**config.mk**
```make
export PLATFORM = sky130hd
export DESIGN_NAME = lr4_crossover_band_filter
export DESIGN_NICKNAME = d
export VERILOG_FILES = /design/src/hdl/lr4xo_pkg.sv /design/src/hdl/lr4xo_hist_mem.sv /design/src/hdl/lr4xo_mac.sv /design/src/hdl/lr4_crossover_band_filter.sv
export SDC_FILE = /design/constraint.sdc
export NUM_CORES = 2
export LEC_CHECK = 0
export ABC_AREA = 1
export BUFFER_PORTS_ARGS = -buffer_cell sky130_fd_sc_hd__buf_2
export CELL_PAD_IN_SITES_DETAIL_PLACEMENT = 0
export CELL_PAD_IN_SITES_GLOBAL_PLACEMENT = 1
export CORE_MARGIN = 2
export CORE_UTILIZATION = 50
export CTS_CLUSTER_DIAMETER = 30
export CTS_CLUSTER_SIZE = 30
export DETAILED_ROUTE_END_ITERATION = 12
export PLACE_DENSITY_LB_ADDON = 0.1
export SLEW_MARGIN = 20
export SYNTH_ARGS = -nofsm -noshare
export SYNTH_HDL_FRONTEND = slang
export SYNTH_HIERARCHICAL = 1
export SYNTH_SLANG_ARGS = --single-unit
```
**constraint.sdc**
```tcl
create_clock -name clk -period 8.1 [get_ports clk]
set_input_delay 0 -clock clk [delete_from_list [all_inputs] [get_ports clk]]
set_output_delay 0 -clock clk [all_outputs]
set_load 0.02 [all_outputs]
```
**src/hdl/lr4xo_pkg.sv**
```systemverilog
`default_nettype none
// ----------------------------------------------------------------------------
// lr4xo_pkg
// Shared types and constants of the four-section crossover filter.
// ----------------------------------------------------------------------------
package lr4xo_pkg;

    // Parameter defaults
    localparam int SAMPLE_BITS_DEF = 24;
    localparam int COEF_BITS_DEF   = 32;

    // Fixed datapath widths
    localparam int HIST_BITS = 32;               // Q1.31 history word
    localparam int XS_BITS   = HIST_BITS + 2;    // x0 +/- 2*x1 + x2
    localparam int GAIN_BITS = 32;               // Q4.28 gain
    localparam int HALF_BITS = 16;               // split point of a multiplier operand

    // History memory: one entry per biquad section
    localparam int NUM_SEC = 4;
    localparam int SEC_W   = 2;
    typedef logic [SEC_W-1:0] sec_idx_t;

    // Product counts of the shared multiplier
    localparam int CNT_W     = 3;
    localparam logic [CNT_W-1:0] SEC_LAST_STEP  = 3'd5;   // three products, two halves each
    localparam logic [CNT_W-1:0] GAIN_LAST_STEP = 3'd2;   // gain in two halves, then last add

    // Configuration register indexes
    localparam int CFG_IDX_W = 3;
    localparam logic [CFG_IDX_W-1:0] REG_FILTER_MODE = 3'd0;
    localparam logic [CFG_IDX_W-1:0] REG_LP_B0       = 3'd1;
    localparam logic [CFG_IDX_W-1:0] REG_LP_A1       = 3'd2;
    localparam logic [CFG_IDX_W-1:0] REG_LP_A2       = 3'd3;
    localparam logic [CFG_IDX_W-1:0] REG_HP_B0       = 3'd4;
    localparam logic [CFG_IDX_W-1:0] REG_HP_A1       = 3'd5;
    localparam logic [CFG_IDX_W-1:0] REG_HP_A2       = 3'd6;
    localparam logic [CFG_IDX_W-1:0] REG_OUT_GAIN    = 3'd7;

    // Filter modes (any other code runs both cascades)
    localparam int MODE_W = 2;
    localparam logic [MODE_W-1:0] MODE_LP = 2'd0;
    localparam logic [MODE_W-1:0] MODE_HP = 2'd1;

    localparam logic [GAIN_BITS-1:0] GAIN_RESET = 32'h1000_0000;

    // One history entry: two input taps and two output taps
    typedef struct packed {
        logic [HIST_BITS-1:0] xh0;
        logic [HIST_BITS-1:0] xh1;
        logic [HIST_BITS-1:0] yh0;
        logic [HIST_BITS-1:0] yh1;
    } hist_ent_t;

    // Control of the shared multiply-accumulate unit
    typedef struct packed {
        logic clr;       // load the rounding constant into the accumulator
        logic rnd_out;   // rounding constant of the output stage, else of a section
        logic mul_en;    // register a new product
        logic hi;        // product belongs to the upper operand half
    } mac_ctrl_t;

    typedef enum logic [2:0] {
        ST_IDLE,
        ST_READ,
        ST_LOAD,
        ST_MAC,
        ST_DRAIN,
        ST_WRITE,
        ST_GAIN,
        ST_GDRAIN
    } seq_state_t;

endpackage
`default_nettype wire

```
**src/hdl/lr4xo_hist_mem.sv**
```systemverilog
`default_nettype none
// ----------------------------------------------------------------------------
// lr4xo_hist_mem
// Section history memory, one read and one write port, registered read data.
// ----------------------------------------------------------------------------
module lr4xo_hist_mem (
    input  wire logic                 clk,
    input  wire logic                 rst_n,
    input  wire logic                 rd_en,
    input  wire lr4xo_pkg::sec_idx_t  rd_addr,
    output lr4xo_pkg::hist_ent_t      rd_data,
    input  wire logic                 wr_en,
    input  wire lr4xo_pkg::sec_idx_t  wr_addr,
    input  wire lr4xo_pkg::hist_ent_t wr_data
);

    lr4xo_pkg::hist_ent_t mem [lr4xo_pkg::NUM_SEC];
    lr4xo_pkg::hist_ent_t rd_data_reg;
    logic [lr4xo_pkg::NUM_SEC-1:0] valid_reg;

    // Entries never written read as zero
    always_ff @(posedge clk or negedge rst_n)
    begin
        if (!rst_n)
        begin
            valid_reg <= '0;
        end
        else if (wr_en)
        begin
            valid_reg[wr_addr] <= 1'b1;
        end
    end

    always_ff @(posedge clk)
    begin
        if (wr_en)
        begin
            mem[wr_addr] <= wr_data;
        end
        if (rd_en)
        begin
            rd_data_reg <= valid_reg[rd_addr] ? mem[rd_addr] : '0;
        end
    end

    assign rd_data = rd_data_reg;

endmodule
`default_nettype wire

```
**src/hdl/lr4xo_mac.sv**
```systemverilog
`default_nettype none
// ----------------------------------------------------------------------------
// lr4xo_mac
// Shared multiply-accumulate unit with rounding and saturation of the sum.
// ----------------------------------------------------------------------------
module lr4xo_mac #(
    parameter int SAMPLE_BITS = lr4xo_pkg::SAMPLE_BITS_DEF,
    parameter int COEF_BITS   = lr4xo_pkg::COEF_BITS_DEF,
    localparam int MA_W =
        (COEF_BITS - lr4xo_pkg::HALF_BITS > lr4xo_pkg::HALF_BITS + 1)
            ? COEF_BITS - lr4xo_pkg::HALF_BITS : lr4xo_pkg::HALF_BITS + 1
) (
    input  wire logic                                  clk,
    input  wire logic                                  rst_n,
    input  wire lr4xo_pkg::mac_ctrl_t                  ctrl,
    input  wire logic signed [MA_W-1:0]                op_a,
    input  wire logic signed [lr4xo_pkg::XS_BITS-1:0]  op_b,
    output logic signed [lr4xo_pkg::HIST_BITS-1:0]     sec_y,
    output logic signed [SAMPLE_BITS-1:0]              out_y
);

    localparam int HB     = lr4xo_pkg::HALF_BITS;
    localparam int PW     = MA_W + lr4xo_pkg::XS_BITS;
    localparam int ACC_W  = (COEF_BITS + 34 > 66) ? COEF_BITS + 34 : 66;
    localparam int FRAC   = COEF_BITS - 2;
    localparam int OUT_SH = 60 - SAMPLE_BITS;
    localparam int YW     = lr4xo_pkg::HIST_BITS;

    localparam logic signed [ACC_W-1:0] ONE     = {{(ACC_W-1){1'b0}}, 1'b1};
    localparam logic signed [ACC_W-1:0] SEC_RND = ONE << (FRAC - 1);
    localparam logic signed [ACC_W-1:0] OUT_RND = ONE << (OUT_SH - 1);
    localparam logic signed [ACC_W-1:0] SEC_MAX = {{(ACC_W-YW+1){1'b0}}, {(YW-1){1'b1}}};
    localparam logic signed [ACC_W-1:0] SEC_MIN = ~SEC_MAX;
    localparam logic signed [ACC_W-1:0] OUT_MAX =
        {{(ACC_W-SAMPLE_BITS+1){1'b0}}, {(SAMPLE_BITS-1){1'b1}}};
    localparam logic signed [ACC_W-1:0] OUT_MIN = ~OUT_MAX;

    logic signed [PW-1:0]    prod_reg;
    logic                    hi_reg;
    logic                    add_pend_reg;
    logic signed [ACC_W-1:0] acc_reg;
    logic signed [ACC_W-1:0] acc_next;
    logic signed [ACC_W-1:0] prod_ext;
    logic signed [ACC_W-1:0] sec_shift;
    logic signed [ACC_W-1:0] out_shift;

    always_ff @(posedge clk)
    begin
        if (ctrl.mul_en)
        begin
            prod_reg <= op_a * op_b;
            hi_reg   <= ctrl.hi;
        end
    end

    always_comb
    begin
        prod_ext = ACC_W'(prod_reg);
        if (hi_reg)
        begin
            prod_ext = prod_ext <<< HB;
        end
        if (ctrl.clr)
        begin
            acc_next = ctrl.rnd_out ? OUT_RND : SEC_RND;
        end
        else if (add_pend_reg)
        begin
            acc_next = acc_reg + prod_ext;
        end
        else
        begin
            acc_next = acc_reg;
        end
    end

    always_ff @(posedge clk or negedge rst_n)
    begin
        if (!rst_n)
        begin
            add_pend_reg <= 1'b0;
        end
        else
        begin
            add_pend_reg <= ctrl.mul_en;
        end
    end

    always_ff @(posedge clk)
    begin
        acc_reg <= acc_next;
    end

    // Round half up by the preloaded constant, then saturate
    always_comb
    begin
        sec_shift = acc_reg >>> FRAC;
        out_shift = acc_reg >>> OUT_SH;
        if (sec_shift > SEC_MAX)
        begin
            sec_y = SEC_MAX[YW-1:0];
        end
        else if (sec_shift < SEC_MIN)
        begin
            sec_y = SEC_MIN[YW-1:0];
        end
        else
        begin
            sec_y = sec_shift[YW-1:0];
        end
        if (out_shift > OUT_MAX)
        begin
            out_y = OUT_MAX[SAMPLE_BITS-1:0];
        end
        else if (out_shift < OUT_MIN)
        begin
            out_y = OUT_MIN[SAMPLE_BITS-1:0];
        end
        else
        begin
            out_y = out_shift[SAMPLE_BITS-1:0];
        end
    end

endmodule
`default_nettype wire

```
**src/hdl/lr4_crossover_band_filter.sv**
```systemverilog
`default_nettype none
// ----------------------------------------------------------------------------
// lr4_crossover_band_filter
// Fourth-order crossover filter: low-pass, high-pass or band-pass cascades of
// Direct Form I biquads, output gain and saturation to SAMPLE_BITS (default 24).
// ----------------------------------------------------------------------------
// Usage:
//   Input channel  (in_valid/in_ready, in_sample, block_end): one sample a beat.
//   Output channel (out_valid/out_ready, out_sample, block_last): one beat per
//   input beat, in order; block_last copies block_end.
//   Configuration: cfg_wr_en writes cfg_data to register cfg_index at once.
//   Write only while no sample is in flight.
// Sequence:
//   Each biquad section does one history read, one load, six products on
//   the single shared multiplier (each coefficient in two halves), a drain
//   step and one history write-back. The gain stage multiplies by the gain
//   in two halves, adds the last product and waits for the output register.
//   Low-pass and high-pass run 2 sections, band-pass 4. A new beat is
//   taken only after the previous result has entered the output register.
// Reset:
//   rst_n clears all section history, coefficients to zero, gain to unity
//   and low-pass mode. History of unused sections is kept across modes.
// Stall:
//   The result waits in the output register; the next sample is accepted and
//   processed meanwhile, and holds only at the end if out_ready stays low.
// ----------------------------------------------------------------------------
module lr4_crossover_band_filter #(
    parameter int SAMPLE_BITS = lr4xo_pkg::SAMPLE_BITS_DEF,
    parameter int COEF_BITS   = lr4xo_pkg::COEF_BITS_DEF,
    localparam int CFG_W = (COEF_BITS > lr4xo_pkg::GAIN_BITS) ? COEF_BITS
                                                              : lr4xo_pkg::GAIN_BITS
) (
    input  wire logic                                clk,
    input  wire logic                                rst_n,
    input  wire logic                                cfg_wr_en,
    input  wire logic [lr4xo_pkg::CFG_IDX_W-1:0]     cfg_index,
    input  wire logic [CFG_W-1:0]                    cfg_data,
    input  wire logic                                in_valid,
    output logic                                     in_ready,
    input  wire logic signed [SAMPLE_BITS-1:0]       in_sample,
    input  wire logic                                block_end,
    output logic                                     out_valid,
    input  wire logic                                out_ready,
    output logic signed [SAMPLE_BITS-1:0]            out_sample,
    output logic                                     block_last
);

    localparam int HB    = lr4xo_pkg::HALF_BITS;
    localparam int HI_W  = COEF_BITS - HB;
    localparam int MA_W  = (HI_W > HB + 1) ? HI_W : HB + 1;
    localparam int YW    = lr4xo_pkg::HIST_BITS;
    localparam int XSW   = lr4xo_pkg::XS_BITS;
    localparam int IN_SH = YW - SAMPLE_BITS;

    // Configuration registers
    logic [lr4xo_pkg::MODE_W-1:0]    mode_reg;
    logic signed [COEF_BITS-1:0]     lp_b0_reg;
    logic signed [COEF_BITS-1:0]     lp_a1_reg;
    logic signed [COEF_BITS-1:0]     lp_a2_reg;
    logic signed [COEF_BITS-1:0]     hp_b0_reg;
    logic signed [COEF_BITS-1:0]     hp_a1_reg;
    logic signed [COEF_BITS-1:0]     hp_a2_reg;
    logic [lr4xo_pkg::GAIN_BITS-1:0] gain_reg;

    // Sequencer and datapath registers
    lr4xo_pkg::seq_state_t           state_reg;
    lr4xo_pkg::seq_state_t           state_next;
    lr4xo_pkg::sec_idx_t             sec_reg;
    logic [lr4xo_pkg::CNT_W-1:0]     cnt_reg;
    logic signed [YW-1:0]            x_reg;
    logic                            last_reg;
    logic signed [XSW-1:0]           xs_reg;
    lr4xo_pkg::hist_ent_t            hist_reg;
    logic                            out_valid_reg;
    logic signed [SAMPLE_BITS-1:0]   out_sample_reg;
    logic                            block_last_reg;

    // Control and datapath nets
    logic                            in_fire;
    logic                            out_load;
    logic                            to_gain;
    logic                            mem_rd_en;
    logic                            mem_wr_en;
    lr4xo_pkg::hist_ent_t            mem_rd_data;
    lr4xo_pkg::hist_ent_t            mem_wr_data;
    lr4xo_pkg::mac_ctrl_t            mac_ctrl;
    logic signed [MA_W-1:0]          op_a;
    logic signed [XSW-1:0]           op_b;
    logic signed [YW-1:0]            sec_y;
    logic signed [SAMPLE_BITS-1:0]   out_y;
    logic signed [YW-1:0]            x_in;
    logic signed [COEF_BITS-1:0]     coef;
    logic signed [COEF_BITS-1:0]     b0_sel;
    logic signed [COEF_BITS-1:0]     a1_sel;
    logic signed [COEF_BITS-1:0]     a2_sel;
    logic [XSW-1:0]                  xs_next;
    logic [XSW-1:0]                  ext_x;
    logic [XSW-1:0]                  ext_h0;
    logic [XSW-1:0]                  ext_h1;
    logic signed [XSW-1:0]           neg_yh0;
    logic signed [XSW-1:0]           neg_yh1;
    logic signed [XSW-1:0]           gain_b;

    assign in_fire = in_valid && in_ready;
    assign x_in    = YW'(in_sample) <<< IN_SH;

    // Register writes
    always_ff @(posedge clk or negedge rst_n)
    begin
        if (!rst_n)
        begin
            mode_reg  <= lr4xo_pkg::MODE_LP;
            lp_b0_reg <= '0;
            lp_a1_reg <= '0;
            lp_a2_reg <= '0;
            hp_b0_reg <= '0;
            hp_a1_reg <= '0;
            hp_a2_reg <= '0;
            gain_reg  <= lr4xo_pkg::GAIN_RESET;
        end
        else if (cfg_wr_en)
        begin
            case (cfg_index)
                lr4xo_pkg::REG_FILTER_MODE: mode_reg  <= cfg_data[lr4xo_pkg::MODE_W-1:0];
                lr4xo_pkg::REG_LP_B0:       lp_b0_reg <= cfg_data[COEF_BITS-1:0];
                lr4xo_pkg::REG_LP_A1:       lp_a1_reg <= cfg_data[COEF_BITS-1:0];
                lr4xo_pkg::REG_LP_A2:       lp_a2_reg <= cfg_data[COEF_BITS-1:0];
                lr4xo_pkg::REG_HP_B0:       hp_b0_reg <= cfg_data[COEF_BITS-1:0];
                lr4xo_pkg::REG_HP_A1:       hp_a1_reg <= cfg_data[COEF_BITS-1:0];
                lr4xo_pkg::REG_HP_A2:       hp_a2_reg <= cfg_data[COEF_BITS-1:0];
                lr4xo_pkg::REG_OUT_GAIN:    gain_reg  <= cfg_data[lr4xo_pkg::GAIN_BITS-1:0];
                default:                    mode_reg  <= mode_reg;
            endcase
        end
    end

    // Upper section index bit selects the high-pass cascade
    always_comb
    begin
        b0_sel = sec_reg[1] ? hp_b0_reg : lp_b0_reg;
        a1_sel = sec_reg[1] ? hp_a1_reg : lp_a1_reg;
        a2_sel = sec_reg[1] ? hp_a2_reg : lp_a2_reg;
    end

    // Feedforward sum x0 + 2*x1 + x2, or x0 - 2*x1 + x2 for high-pass
    always_comb
    begin
        ext_x  = {{2{x_reg[YW-1]}}, x_reg};
        ext_h0 = {{2{mem_rd_data.xh0[YW-1]}}, mem_rd_data.xh0};
        ext_h1 = {{2{mem_rd_data.xh1[YW-1]}}, mem_rd_data.xh1};
        if (sec_reg[1])
        begin
            xs_next = ext_x - (ext_h0 << 1) + ext_h1;
        end
        else
        begin
            xs_next = ext_x + (ext_h0 << 1) + ext_h1;
        end
        neg_yh0 = -{{2{hist_reg.yh0[YW-1]}}, hist_reg.yh0};
        neg_yh1 = -{{2{hist_reg.yh1[YW-1]}}, hist_reg.yh1};
        gain_b  = {{2{x_reg[YW-1]}}, x_reg};
    end

    // Last section of the active cascades hands over to the gain stage
    assign to_gain = sec_reg[0] &&
                     (sec_reg[1] || (mode_reg == lr4xo_pkg::MODE_LP));

    // Next state
    always_comb
    begin
        state_next = state_reg;
        case (state_reg)
            lr4xo_pkg::ST_IDLE:
            begin
                if (in_fire)
                begin
                    state_next = lr4xo_pkg::ST_READ;
                end
            end
            lr4xo_pkg::ST_READ:  state_next = lr4xo_pkg::ST_LOAD;
            lr4xo_pkg::ST_LOAD:  state_next = lr4xo_pkg::ST_MAC;
            lr4xo_pkg::ST_MAC:
            begin
                if (cnt_reg == lr4xo_pkg::SEC_LAST_STEP)
                begin
                    state_next = lr4xo_pkg::ST_DRAIN;
                end
            end
            lr4xo_pkg::ST_DRAIN: state_next = lr4xo_pkg::ST_WRITE;
            lr4xo_pkg::ST_WRITE:
            begin
                state_next = to_gain ? lr4xo_pkg::ST_GAIN : lr4xo_pkg::ST_READ;
            end
            lr4xo_pkg::ST_GAIN:
            begin
                if (cnt_reg == lr4xo_pkg::GAIN_LAST_STEP)
                begin
                    state_next = lr4xo_pkg::ST_GDRAIN;
                end
            end
            lr4xo_pkg::ST_GDRAIN:
            begin
                if (out_load)
                begin
                    state_next = lr4xo_pkg::ST_IDLE;
                end
            end
            default: state_next = lr4xo_pkg::ST_IDLE;
        endcase
    end

    // Outputs of the sequencer: memory ports, multiplier operands, handshake
    always_comb
    begin
        in_ready  = 1'b0;
        out_load  = 1'b0;
        mem_rd_en = 1'b0;
        mem_wr_en = 1'b0;
        mac_ctrl  = '0;
        coef      = b0_sel;
        op_b      = xs_reg;
        op_a      = '0;
        case (state_reg)
            lr4xo_pkg::ST_IDLE:  in_ready  = 1'b1;
            lr4xo_pkg::ST_READ:  mem_rd_en = 1'b1;
            lr4xo_pkg::ST_LOAD:  mac_ctrl.clr = 1'b1;
            lr4xo_pkg::ST_MAC:
            begin
                mac_ctrl.mul_en = 1'b1;
                mac_ctrl.hi     = ~cnt_reg[0];
                case (cnt_reg[2:1])
                    2'd0:
                    begin
                        coef = b0_sel;
                        op_b = xs_reg;
                    end
                    2'd1:
                    begin
                        coef = a1_sel;
                        op_b = neg_yh0;
                    end
                    default:
                    begin
                        coef = a2_sel;
                        op_b = neg_yh1;
                    end
                endcase
                // Upper half signed, lower half unsigned
                if (cnt_reg[0])
                begin
                    op_a = MA_W'($signed({1'b0, coef[HB-1:0]}));
                end
                else
                begin
                    op_a = MA_W'($signed(coef[COEF_BITS-1:HB]));
                end
            end
            lr4xo_pkg::ST_WRITE:
            begin
                mem_wr_en        = 1'b1;
                mac_ctrl.clr     = to_gain;
                mac_ctrl.rnd_out = 1'b1;
            end
            lr4xo_pkg::ST_GAIN:
            begin
                // Last gain cycle only adds the lower-half product
                mac_ctrl.mul_en = (cnt_reg != lr4xo_pkg::GAIN_LAST_STEP);
                mac_ctrl.hi     = ~cnt_reg[0];
                op_b            = gain_b;
                if (cnt_reg[0])
                begin
                    op_a = MA_W'($signed({1'b0, gain_reg[HB-1:0]}));
                end
                else
                begin
                    op_a = MA_W'($signed({1'b0, gain_reg[lr4xo_pkg::GAIN_BITS-1:HB]}));
                end
            end
            lr4xo_pkg::ST_GDRAIN:
            begin
                // Hold the result until the output register frees up
                out_load = !out_valid_reg || out_ready;
            end
            default: in_ready = 1'b0;
        endcase
    end

    assign mem_wr_data = '{xh0: x_reg, xh1: hist_reg.xh0, yh0: sec_y, yh1: hist_reg.yh0};

    // Sequencer control state
    always_ff @(posedge clk or negedge rst_n)
    begin
        if (!rst_n)
        begin
            state_reg <= lr4xo_pkg::ST_IDLE;
            sec_reg   <= '0;
            cnt_reg   <= '0;
        end
        else
        begin
            state_reg <= state_next;
            case (state_reg)
                lr4xo_pkg::ST_IDLE:
                begin
                    // High-pass mode skips the low-pass sections
                    sec_reg <= (mode_reg == lr4xo_pkg::MODE_HP) ? lr4xo_pkg::sec_idx_t'(2)
                                                                : '0;
                end
                lr4xo_pkg::ST_LOAD:  cnt_reg <= '0;
                lr4xo_pkg::ST_MAC:   cnt_reg <= cnt_reg + 1'b1;
                lr4xo_pkg::ST_WRITE:
                begin
                    cnt_reg <= '0;
                    if (!sec_reg[0])
                    begin
                        sec_reg <= sec_reg + 1'b1;
                    end
                    else
                    begin
                        sec_reg <= lr4xo_pkg::sec_idx_t'(2);
                    end
                end
                lr4xo_pkg::ST_GAIN:  cnt_reg <= cnt_reg + 1'b1;
                default:             cnt_reg <= cnt_reg;
            endcase
        end
    end

    // Datapath payload
    always_ff @(posedge clk)
    begin
        if (in_fire)
        begin
            x_reg    <= x_in;
            last_reg <= block_end;
        end
        if (state_reg == lr4xo_pkg::ST_LOAD)
        begin
            hist_reg <= mem_rd_data;
            xs_reg   <= xs_next;
        end
        if (state_reg == lr4xo_pkg::ST_WRITE)
        begin
            // Section output feeds the next section or the gain stage
            x_reg <= sec_y;
        end
        if (out_load)
        begin
            out_sample_reg <= out_y;
            block_last_reg <= last_reg;
        end
    end

    // Output beat register
    always_ff @(posedge clk or negedge rst_n)
    begin
        if (!rst_n)
        begin
            out_valid_reg <= 1'b0;
        end
        else if (out_load)
        begin
            out_valid_reg <= 1'b1;
        end
        else if (out_ready)
        begin
            out_valid_reg <= 1'b0;
        end
    end

    assign out_valid  = out_valid_reg;
    assign out_sample = out_sample_reg;
    assign block_last = block_last_reg;

    lr4xo_hist_mem u_hist_mem (
        .clk     (clk),
        .rst_n   (rst_n),
        .rd_en   (mem_rd_en),
        .rd_addr (sec_reg),
        .rd_data (mem_rd_data),
        .wr_en   (mem_wr_en),
        .wr_addr (sec_reg),
        .wr_data (mem_wr_data)
    );

    lr4xo_mac #(
        .SAMPLE_BITS (SAMPLE_BITS),
        .COEF_BITS   (COEF_BITS)
    ) u_mac (
        .clk   (clk),
        .rst_n (rst_n),
        .ctrl  (mac_ctrl),
        .op_a  (op_a),
        .op_b  (op_b),
        .sec_y (sec_y),
        .out_y (out_y)
    );

endmodule
`default_nettype wire

```
* Word level (Yosys, flattened, before mapping)
Memory sizes are Yosys's and may differ from the RTL's. A register that Yosys moved wholly into a read port is not among the register bits.
Index checks and enable logic that the tools add are counted.
** Operators by class
- $add $sub $neg :: 9
- Bitwise logic cells :: 2
- Eq/ne operators :: 23
- $lt $le $gt $ge :: 6
- $mul :: 1
- Muxes and demuxes :: 43
- Reduce and logical (&&, ||, !) cells :: 27
** Operator list (number)
- two-way mux 32 bit :: 7
- two-way mux 66 bit :: 3
- one-hot mux 34 bit (2 select lines) :: 2
- adder 34 bit :: 2
- negator 34 bit :: 2
- adder 66 bit :: 1
- one-hot mux 32 bit (2 select lines) :: 1
- multiplier 17 x 34 -> 51 bit :: 1
- > comparator 36 x 32 -> 1 bit, second input constant :: 1
- < comparator 36 x 32 -> 1 bit, second input constant :: 1
- two-way mux 36 bit :: 1
- adder 32 x 33 -> 34 bit :: 1
- two-way mux 34 bit :: 1
- one-hot mux 17 bit (2 select lines) :: 1
- subtractor 32 x 33 -> 34 bit :: 1
- > comparator 30 x 24 -> 1 bit, second input constant :: 1
- < comparator 30 x 24 -> 1 bit, second input constant :: 1
- equality test 3 bit, second input constant :: 9
- two-way mux 24 bit :: 1
- one-hot mux 3 bit (8 select lines) :: 1
- two-way mux 17 bit :: 1
- two-way mux 16 bit :: 1
- AND reduction 2 bit :: 8
- equality test 3 x 2 -> 1 bit, second input constant :: 5
- other kinds (26) :: 57
** Storage, ports and cells
- Memories :: 1
- Word-level logic and storage cells :: 137
- Output and inout port bits :: 27
- RAM bits :: 512
- Input port bits :: 65
- Bits in registers :: 546
** Memories
- u_hist_mem.mem :: words 4, bits a word 128, read ports 1, clocked after memory_dff 1, wr ports 1, line lr4xo_hist_mem.sv:17 : lr4xo_pkg::hist_ent_t mem [lr4xo_pkg::NUM_SEC];

* Logic depth before layout (Yosys ltp)
- Word-level depth :: 5
- Gate-level depth with buffers :: 39
- Gate-level depth less buffers :: 38

* Modules after synthesis
Netlist, hierarchy kept.
** By module, submodules not included
- lr4xo_mac :: area each 31368.8 um2, seq. area each 3568.4 um2, cells each 4293, times used 1
- lr4xo_hist_mem :: area each 26985.9 um2, seq. area each 19318.5 um2, cells each 2432, times used 1
- lr4_crossover_band_filter :: area each 25834.8 um2, seq. area each 11527.3 um2, cells each 3224, times used 1

* Worst setup path after synthesis
OpenSTA, ideal clock, no wires.
- Kind :: flip-flop to flip-flop
- Start :: register state_reg[0]
- End :: memory u_hist_mem/mem[2][0] in the netlist's numbering, enable pin
- Required time :: 7.483 ns
- Buffers on the path :: 1
- Period minus slack after synthesis :: 7.135 ns
- Setup time :: 0.617 ns
- Arrival time :: 6.519 ns
- Cell stages (with the launch flop) :: 7
- Slack :: 0.965 ns
- Path through :: dfrtp_1 > inv_1 > or2_1 > nor2_4 > buf_2 > nand2_1 > nor2_1
** RTL lines
- start: declaration :: line lr4_crossover_band_filter.sv:66 : lr4xo_pkg::seq_state_t state_reg;
- start signal: assignment :: line lr4_crossover_band_filter.sv:295 : state_reg <= lr4xo_pkg::ST_IDLE;
- start signal: assignment :: line lr4_crossover_band_filter.sv:301 : state_reg <= state_next;
- end: declaration :: line lr4xo_hist_mem.sv:17

* Worst setup path in the final report
- Start :: register hist_reg[6] in the netlist's numbering
- End :: register u_mac.prod_reg[44] (data pin)
** On the way
- Cells in the longest elaborated chain, start to end :: 4
** Ends and longest elaborated chain
- start: declaration :: line lr4_crossover_band_filter.sv:73 : lr4xo_pkg::hist_ent_t hist_reg;
- start signal: assignment :: line lr4_crossover_band_filter.sv:339 : hist_reg <= mem_rd_data;
- negator 34 bit :: line lr4_crossover_band_filter.sv:160 : neg_yh1 = -{{2{hist_reg.yh1[YW-1]}}, hist_reg.yh1};
- one-hot mux 34 bit (2 select lines) :: line lr4_crossover_band_filter.sv:231 : case (cnt_reg[2:1])
- one-hot mux 34 bit (2 select lines) :: line lr4_crossover_band_filter.sv:223 : case (state_reg)
- named net op_b[26] :: line lr4_crossover_band_filter.sv:88 : logic signed [XSW-1:0] op_b;
- multiplier 17 x 34 -> 51 bit :: line lr4xo_mac.sv:51 : prod_reg <= op_a * op_b;
- end signal: assignment :: line lr4xo_mac.sv:51
- end: declaration :: line lr4xo_mac.sv:38 : logic signed [PW-1:0] prod_reg;
The timed path passes the listed nets, and every way through them passes these cells.
A chain may end at the register's enable or synchronous reset.

==> flow_summary.toml <==
[timing]
hold_viol = 0
clock.fmax_ghz = 0.128
setup_slack_ns = 0.275
report.final.slew_viol_count = 0
finalSetupViolCount = 0
post-route-min-period_ns = 7.83
finalCritPeriodShare = 0.966
max-slew-margin-rel = 0.208
worstMarginPinSlew_ns = 1.19
timing.hold.ws_ns = 0.0342
clock-skew-final_ns = 0.106

[floorplan]
row_count = 150
die_h_um = 414
die_x_um = 414
start_util = 0.503
dieArea_sq_um = 172000
io_pins = 92
core_area_sq_um = 167000

[route]
initialDrtViolationCount = 5931
wl_per_cell_um = 21.6
wl_mm = 275
viasPerCell = 5.31
drc_errors = 0
vias = 67600
drtPass1Iterations = 6
final_antenna_net_count = 0

[placed_design]
io_buffers = 91
gp_congestion = 0.988
post-place-ws_ns = -0.0720
place_inst = 12000
post-dp-hpwl_mm = 202

[critical_path]
path_class = "reg2reg"
crit_family = "adder cells"
critical_path_arrival_ns = 8.42
cp-end-kind = "flip-flop"
crit_slowest_cell = "fa_1"
crit_top_cell = "inv_1"
worst-path-buf-inv = 8
critPathMaxFanout = 17
cp_data_required_time_ns = 8.69
cpPeakStageDelay_ns = 0.59
start_kind = "flip-flop"

[synthesis]
ys_ff_latch = 1186
yosys.area.top_type = "edfxtp_1"
syn_inst = 9949
synthFlopType = "edfxtp_1"
yosysMostFrequentCell = "nand2_1"
ys_top_cells_by_area = "edfxtp_1, fa_1, nand2_1, inv_1, dfrtp_1"
synth.top_cell.area_share = 0.337
yosys_warnings = 6
yosysSeqAreaShare = 0.409
synthDistinctLibCells = 71
synth-edff-count = 946
synth_fp_nets = 10900
yosys-top-cells-count = "nand2_1, inv_1, edfxtp_1"
async_flop_share = 0.202
syn-cell-area_sq_um = 84200
syn_avg_cell_area_sq_um = 8.46

[cts]
htreeDepth = 5
clkSinkCount = 1186
clk_pin_slew_ns = 0.05
cts_buffers = 302
cts_tree = "done"
clock_latency_ns = 0.93
ctsLongestPathBuffers = 4
root_buffer = "clkbuf_16"

[job]
maxCapViolations = 0

[grt]
grt.met1_usage = 0.445
grt_overflow_total = 0
grt_max_degree = 163
grtUsageMet2 = 0.517
grt-busiest-layer = "met2"
grt.total_usage = 0.321
grt_pass1_vias = 68100
grt_pass1_wl_mm = 417
use_met3 = 0.0430
antenna_found_initial = 5

[layout]
nNetsFinal = 11200
instances_no_fill = 12700
drive_above_1_share = 0.109
largest_reg_flops = 512
syn2layout_area_growth_pct = 17.4

[status]
status = "finished clean"

[min_path]
hold_class = "in2reg"
[per-layer routing]
layer  part of all wire  vias to the layer above
met5                  0                        -
met4              0.040                        0
met3              0.067                      483
met2               0.46                     2446
met1               0.43                    33100
li1                   -                    31600
[kinds of logic (layout without fill, tap and decap cells)]
| kind of cell | after synthesis | after routing | synth area share |
|---|---|---|---|
| simple gates | 4135 | 4135 | 0.205 |
| buf+inv | 2587 | 3154 | 0.121 |
| flops | 1186 | 1186 | 0.409 |
| compound gates | 1092 | 1092 | 0.0727 |
| fa+ha+maj | 871 | 871 | 0.184 |
| xor+xnor | 78 | 78 | 0.00811 |
| other cells | 0 | 6 | 0 |
[layout make-up]
| cell class | instances | area, sq um |
|---|---|---|
| fillers | 14900 | 68400 |
| multi-input cells | 6176 | 39900 |
| flip-flops and latches | 1186 | 34400 |
| inverters | 2211 | 8310 |
| clock buffers | 363 | 8020 |
| repair buffers | 421 | 3630 |
| well taps | 2204 | 2760 |
| clock inverters | 159 | 1760 |
| diodes | 6 | 15.0 |
[per-stage QoR]
stage / setup TNS, ns / cell area [sq um] / util
detailed placement: -0.0782 / 87300 / 0.522
global placement: -0.117 / 87300 / 0.522
finish: 0 / 98800 / 0.591
CTS: 0 / 98700 / 0.590
global route: -0.0467 / 98800 / 0.591
floorplan: 0 / 84200 / -
[path summary, 6_finish.rpt]
| path | cells past startpoint | to | start | slack (ns) |
|---|---|---|---|---|
| min reg2reg | 0 | hist_reg[35] | u_hist_mem/rd_data[35] | 0.39 |
| max reg2reg | 31 | u_mac/prod_reg[44] | hist_reg[6] | 0.27 |
| min | 4 | x_reg[8] | in_sample[0] | 0.03 |
| max in group asynchronous | 4 | sec_reg[1] | rst_n | 7.03 |
| max | 31 | u_mac/prod_reg[44] | hist_reg[6] | 0.27 |
| min in group asynchronous | 3 | gain_reg[28] | rst_n | 0.22 |
[cell usage in the layout, fill, tap and decap left out, types with 37 or more instances in the layout]
master / count
a21oi_1: 350
nor2_2: 41
o221ai_1: 43
buf_4: 149
clkbuf_1: 43
dlygate4sd3_1: 154
inv_2: 121
clkinv_2: 37
edfxtp_1: 946
o21bai_1: 41
buf_2: 90
o21ai_0: 503
ha_1: 254
xor2_1: 49
inv_1: 2085
dfrtp_1: 236
nand2_1: 2691
nor2_1: 530
nand2_2: 141
clkbuf_16: 307
nand4_1: 53
fa_1: 616
nand3_1: 548
[repair_timing]
| action | CTS | global route |
|---|---|---|
| endpoints found under the setup margin | 2 | 29 |
| hold buffers | 155 | 0 |
| endpoints found under the hold margin | 523 | 0 |
| buffers inserted | 1 | 9 |
| resized for setup | 2 | 19 |
| pin swaps | 1 | 3 |
[tightest hold or removal path, delay by kind of cell]
family / cells / cell delay [ns]
AND/OR/NAND/NOR: 2 / 0.21
buffers and inverters: 2 / 0.61
Power is not shown: default switching activity piles up to over one toggle a cycle in this logic, so the estimate is an artifact.
